File: src/hdl/nsp_pkg.sv
// Shared types, constants and helpers for the nested section profiler.
// Used by nsp_table_ram, nsp_frame_stack and nested_section_profiler.
package nsp_pkg;

    // Sizes of the section table and the frame stack
    localparam int SECTION_COUNT = 4096;
    localparam int STACK_DEPTH   = 16;

    localparam int TBL_AW = (SECTION_COUNT > 1) ? $clog2(SECTION_COUNT) : 1;
    localparam int LVL_W  = $clog2(STACK_DEPTH + 1);
    localparam int FRM_AW = (STACK_DEPTH > 1) ? $clog2(STACK_DEPTH) : 1;

    // Fixed field widths
    localparam int OP_W   = 2;
    localparam int SEC_W  = 12;
    localparam int BYTE_W = 32;
    localparam int CNT_W  = 64;
    localparam int ST_W   = 2;

    // Opcodes
    localparam logic [OP_W-1:0] OP_ENTER = 2'd0;
    localparam logic [OP_W-1:0] OP_EXIT  = 2'd1;
    localparam logic [OP_W-1:0] OP_READ  = 2'd2;

    // Status codes
    localparam logic [ST_W-1:0] ST_OK          = 2'd0;
    localparam logic [ST_W-1:0] ST_OVERFLOW    = 2'd1;
    localparam logic [ST_W-1:0] ST_UNDERFLOW   = 2'd2;
    localparam logic [ST_W-1:0] ST_BAD_SECTION = 2'd3;

    // One row of the section table
    typedef struct packed {
        logic [CNT_W-1:0] incl;
        logic [CNT_W-1:0] excl;
        logic [CNT_W-1:0] hits;
        logic [CNT_W-1:0] bytes;
        logic             seen;
    } t_row;

    // One stack frame
    typedef struct packed {
        logic [TBL_AW-1:0] section;
        logic [TBL_AW-1:0] parent;
        logic [CNT_W-1:0]  start;
        logic [CNT_W-1:0]  prev_incl;
    } t_frame;

    // Stack command from the sequencer
    typedef struct packed {
        logic   push;
        logic   pop;
        t_frame frame;
    } t_stack_cmd;

    // Table address of a section number
    function automatic logic [TBL_AW-1:0] sec_addr(input logic [SEC_W-1:0] idx);
        logic [31:0] wide;
        wide = 32'(idx);
        return wide[TBL_AW-1:0];
    endfunction

    // Section 0 is the root and cannot be entered or read
    function automatic logic sec_good(input logic [SEC_W-1:0] idx);
        logic [31:0] wide;
        wide = 32'(idx);
        return (idx != '0) && (wide < 32'(SECTION_COUNT));
    endfunction

endpackage

File: src/hdl/nsp_frame_stack.sv
// Frame stack of entered sections plus the active section register.
// Depends on nsp_pkg for the frame and command types.
module nsp_frame_stack (
    input  logic                      i_clk,
    input  logic                      i_rst_n,
    input  nsp_pkg::t_stack_cmd       i_cmd,
    output nsp_pkg::t_frame           o_top,
    output logic [nsp_pkg::LVL_W-1:0] o_level,
    output logic [nsp_pkg::TBL_AW-1:0] o_active
);
    import nsp_pkg::*;

    t_frame            r_frames [STACK_DEPTH];
    logic [LVL_W-1:0]  r_level;
    logic [TBL_AW-1:0] r_active;
    logic [LVL_W-1:0]  w_top_lvl;
    logic [FRM_AW-1:0] w_top_idx;
    logic [FRM_AW-1:0] w_push_idx;

    assign w_top_lvl  = r_level - 1'b1;
    assign w_top_idx  = w_top_lvl[FRM_AW-1:0];
    assign w_push_idx = r_level[FRM_AW-1:0];

    // Frame storage, no reset: an unpushed frame's contents are never used
    always_ff @(posedge i_clk) begin
        if (i_cmd.push) begin
            r_frames[w_push_idx] <= i_cmd.frame;
        end
    end

    // Level and active section
    always_ff @(posedge i_clk) begin
        if (!i_rst_n) begin
            r_level  <= '0;
            r_active <= '0;
        end else if (i_cmd.push) begin
            r_level  <= r_level + 1'b1;
            r_active <= i_cmd.frame.section;
        end else if (i_cmd.pop) begin
            r_level  <= w_top_lvl;
            r_active <= r_frames[w_top_idx].parent;
        end
    end

    assign o_top    = r_frames[w_top_idx];
    assign o_level  = r_level;
    assign o_active = r_active;

`ifndef SYNTH
    a_push_room: assert property (@(posedge i_clk) disable iff (!i_rst_n)
        i_cmd.push |-> (r_level < LVL_W'(STACK_DEPTH)))
        else $error("push on full stack");
    a_pop_data: assert property (@(posedge i_clk) disable iff (!i_rst_n)
        i_cmd.pop |-> (r_level != '0))
        else $error("pop on empty stack");
    a_one_cmd: assert property (@(posedge i_clk) disable iff (!i_rst_n)
        !(i_cmd.push && i_cmd.pop))
        else $error("push and pop together");
    a_pop_lvl: assert property (@(posedge i_clk) disable iff (!i_rst_n)
        i_cmd.pop |=> (r_level == $past(r_level) - 1'b1))
        else $error("pop did not lower level");
`endif

endmodule

File: config.mk
export PLATFORM = sky130hd
export DESIGN_NAME = nsp_frame_stack
export DESIGN_NICKNAME = d
export VERILOG_FILES = /design/src/hdl/nsp_pkg.sv /design/src/hdl/nsp_frame_stack.sv
export SDC_FILE = /design/constraint.sdc
export NUM_CORES = 2
export LEC_CHECK = 0
export BUFFER_PORTS_ARGS = -buffer_cell sky130_fd_sc_hd__buf_2
export CAP_MARGIN = 30
export CORE_ASPECT_RATIO = 0.8
export CORE_MARGIN = 2
export CORE_UTILIZATION = 50
export DETAILED_ROUTE_END_ITERATION = 10
export PLACE_DENSITY = 0.69
export SETUP_SLACK_MARGIN = 0.2
export SKIP_CTS_REPAIR_TIMING = 1
export SYNTH_ARGS = -nofsm -noshare
export SYNTH_HDL_FRONTEND = slang
export SYNTH_SLANG_ARGS = --single-unit
File: constraint.sdc
create_clock -name i_clk -period 13.25 [get_ports i_clk]
set_input_delay 0.6625 -clock i_clk [delete_from_list [all_inputs] [get_ports i_clk]]
set_output_delay 0.6625 -clock i_clk [all_outputs]
set_load 0.02 [all_outputs]
==> impl_metrics.json <==
{
  "yosys.area_share.simple_pct": 0.913,
  "rows": 140,
  "yosysMostFrequentCell": "edfxtp_1",
  "finalWorstPathRequiredPeriod_ns": 6.99,
  "clkPwrFrac_pct": 35.8,
  "ys_seq_elements": 2449,
  "worstPathCellList": "buf_12, buf_4, buf_4, buf_4, mux4_2, mux4_2, buf_2",
  "setup-violations-final": 0,
  "cts.sink_count": 2449,
  "synth_xor_area_share_pct": 0.0759,
  "syn_area_sq_um": 92300,
  "cp.buffers_inverters": 5,
  "cpMostUsedCell": "buf_4",
  "ys_seq_area_share_pct": 79.5,
  "ys.warnings.count": 0,
  "timing.setup.tns_ns": 0,
  "clk_pin_slew_worst_paths_ns": 0.06,
  "max_slew_margin_pct": 26.1,
  "drive_gt1_share_pct": 34.5,
  "start_kind": "flip-flop",
  "combPwrFrac_pct": 15.2,
  "worstMarginPinSlew_ns": 1.11,
  "power_switching_mw": 4.48,
  "cts_tree": "done",
  "slew_violations": 0,
  "rsz0062_at_grt": "false",
  "dieArea_sq_um": 188000,
  "drtIter0Drc": 4663,
  "status": "finished clean",
  "hold_viol": 0,
  "synth_largest_area_cell": "edfxtp_1",
  "viasPerCell": 6.15,
  "p_int_mw": 13.4,
  "clock_latency_ns": 0.86,
  "dpl.hpwl_um": 102000,
  "gr-total-overflow": 0,
  "slowest_delay_ns": 0.85,
  "drc_errors": 0,
  "synthTopCellsByCount": "edfxtp_1 (2,432), mux4_2 (721), nand2_1 (108), clkbuf_1 (88), buf_2 (67)",
  "drt-total-wl_um": 209000,
  "p_leak_nw": 32.7,
  "wire_per_inst_um": 31.0,
  "start_util_pct": 50.5,
  "synth_edf_count": 2432,
  "power_mw": 17.9,
  "via_count": 41400,
  "port_buffers": 324,
  "hold_path_class": "input port to flip-flop",
  "endpoint_kind": "output pin",
  "antenna_found_initial": 62,
  "critical_path.top_delay_family": "buffers and inverters",
  "critPathKind": "flip-flop to output pin",
  "cts.path.max_buffers": 3,
  "numCtsBuffers": 225,
  "avgSynthCellArea_sq_um": 25.2,
  "required_ns": 12.59,
  "grt_start_max_net_pins": 106,
  "arrival_ns": 6.33,
  "io_pins": 325,
  "fin_skew_ns": 0.0449,
  "grt_pass1_wl_um": 300000,
  "maxCapViolCount": 0,
  "netlist.area_leader.share_pct": 79.2,
  "final_nets": 4263,
  "async_flop_share_pct": 0,
  "grt.total_usage_pct": 22.2,
  "synth_area_leaders": "edfxtp_1 (79%), mux4_2 (18%), nand2_1 (0.44%)",
  "die_w_um": 484,
  "coreArea_sq_um": 183000,
  "critical_path.max_fanout": 102,
  "grt_pass1_vias": 42400,
  "drt_first_pass_iters": 5,
  "die_y_um": 388,
  "synth_top_family_by_area": "multiplexers",
  "ys.flop_type": "edfxtp_1",
  "peakVddDrop_mv": 0.123,
  "switching_share_pct": 25.1,
  "antenna_left": 0,
  "syn_to_final_growth_pct": 13.3,
  "final.period_utilization_pct": 52.7,
  "syn-instance-count": 3656,
  "fmax_mhz": 143,
  "place.gp.congestion": 0.738,
  "htreeDepth": 4,
  "synth_adder_area_share_pct": 0.0542,
  "synth.distinct_cells": 33,
  "synth.area.mux_share_pct": 18.0,
  "synth_compound_area_share_pct": 0.343,
  "cts_root_buf": "clkbuf_16",
  "crit_slowest_cell": "dfxtp_4",
  "p_per_area_nw_per_um2": 171,
  "postSynthNetCount": 3816,
  "seq_power_share_pct": 49.0
}
kinds of logic (layout without fill, tap and decap cells):
family	after synthesis	in the layout
compound gates	51	51
fa+ha+maj	4	4
mux	760	760
simple gates	185	185
xor+xnor	8	8
other cells	0	16
buf+inv	199	837
flops	2449	2449
layer usage:
layer | routed length (um) | up-vias | track usage, %
met2 | 100000 | 1771 | 34.3
met4 | 4160 | 38 | 5.65
li1 | - | 16800 | -
met1 | 85600 | 22400 | 32.4
met3 | 18500 | 329 | 5.20
met5 | 225 | - | 0
layout make-up:
type | count | area (sq um)
repair buffers | 406 | 2610
inverters | 13 | 48.8
diodes | 16 | 40.0
fillers | 12900 | 78200
clock inverters | 141 | 1410
clock buffers | 277 | 5900
well taps | 2414 | 3020
multi-input cells | 1008 | 18100
flip-flops and latches | 2449 | 73400
state kept, by name (all words and copies together) (netlist names):
register,flops
o_active,12
o_level,5
r_frames,2432
placed cells by master, fill, tap and decap left out, types with 16 or more instances in the layout:
cell type / count
buf_4: 57
edfxtp_1: 2432
bufinv_16: 22
nand2_1: 108
diode_2: 16
buf_2: 324
nor2_4: 16
clkbuf_1: 47
clkinv_1: 53
buf_12: 17
clkinv_2: 48
and3_1: 27
clkbuf_16: 227
mux4_2: 721
dfxtp_1: 16
mux2i_1: 30
a31oi_1: 33
worst paths after layout:
kind | startpoint | to | slack (ns) | cells past startpoint
setup / recovery | o_level[0]$_SDFFE_PN0P_ | o_top[99] | 6.26 | 7
hold / removal | i_cmd[65] | r_frames[3][65]$_DFFE_PP_ | 0.17 | 1
hold reg to reg | o_level[4]$_SDFFE_PN0P_ | o_level[4]$_SDFFE_PN0P_ | 0.54 | 2
setup reg to reg | o_level[0]$_SDFFE_PN0P_ | o_active[2]$_SDFFE_PN0P_ | 8.32 | 8
per-stage QoR:
step / std cells / utilization (%) / setup WS [ns] / instance area, sq um / hold slack [ns]
finish: 6724 / 57.2 / 6.26 / 105000 / 0.172
global route: 6718 / 57.2 / 5.68 / 104000 / 0.131
CTS: 6705 / 57.1 / 6.05 / 104000 / 0.101
detailed placement: 6287 / 53.1 / 6.99 / 97100 / 0.518
global placement: 6281 / 53.0 / 6.92 / 96900 / 0.521
floorplan: 3656 / - / 4.79 / 92300 / 0.606
power by group through the flow:
stage               Combinational (mW)  Sequential, mW  Clock (mW)
finish                            2.72            8.76        6.40
global route                      2.87            8.77        6.81
CTS                               2.76            8.76        6.52
detailed placement                2.76            8.92           0
global placement                  2.73            8.91           0
floorplan                         1.77            8.95           0
worst register-to-register path, delay by kind of cell, from the launching register on:
family	cells	cell delay, ns
compound gates	1	0.20
fa+ha+maj	1	0.96
buf+inv	3	2.01
flops	1	0.85
mux	3	0.83
Power figures use the tool's default switching activity.
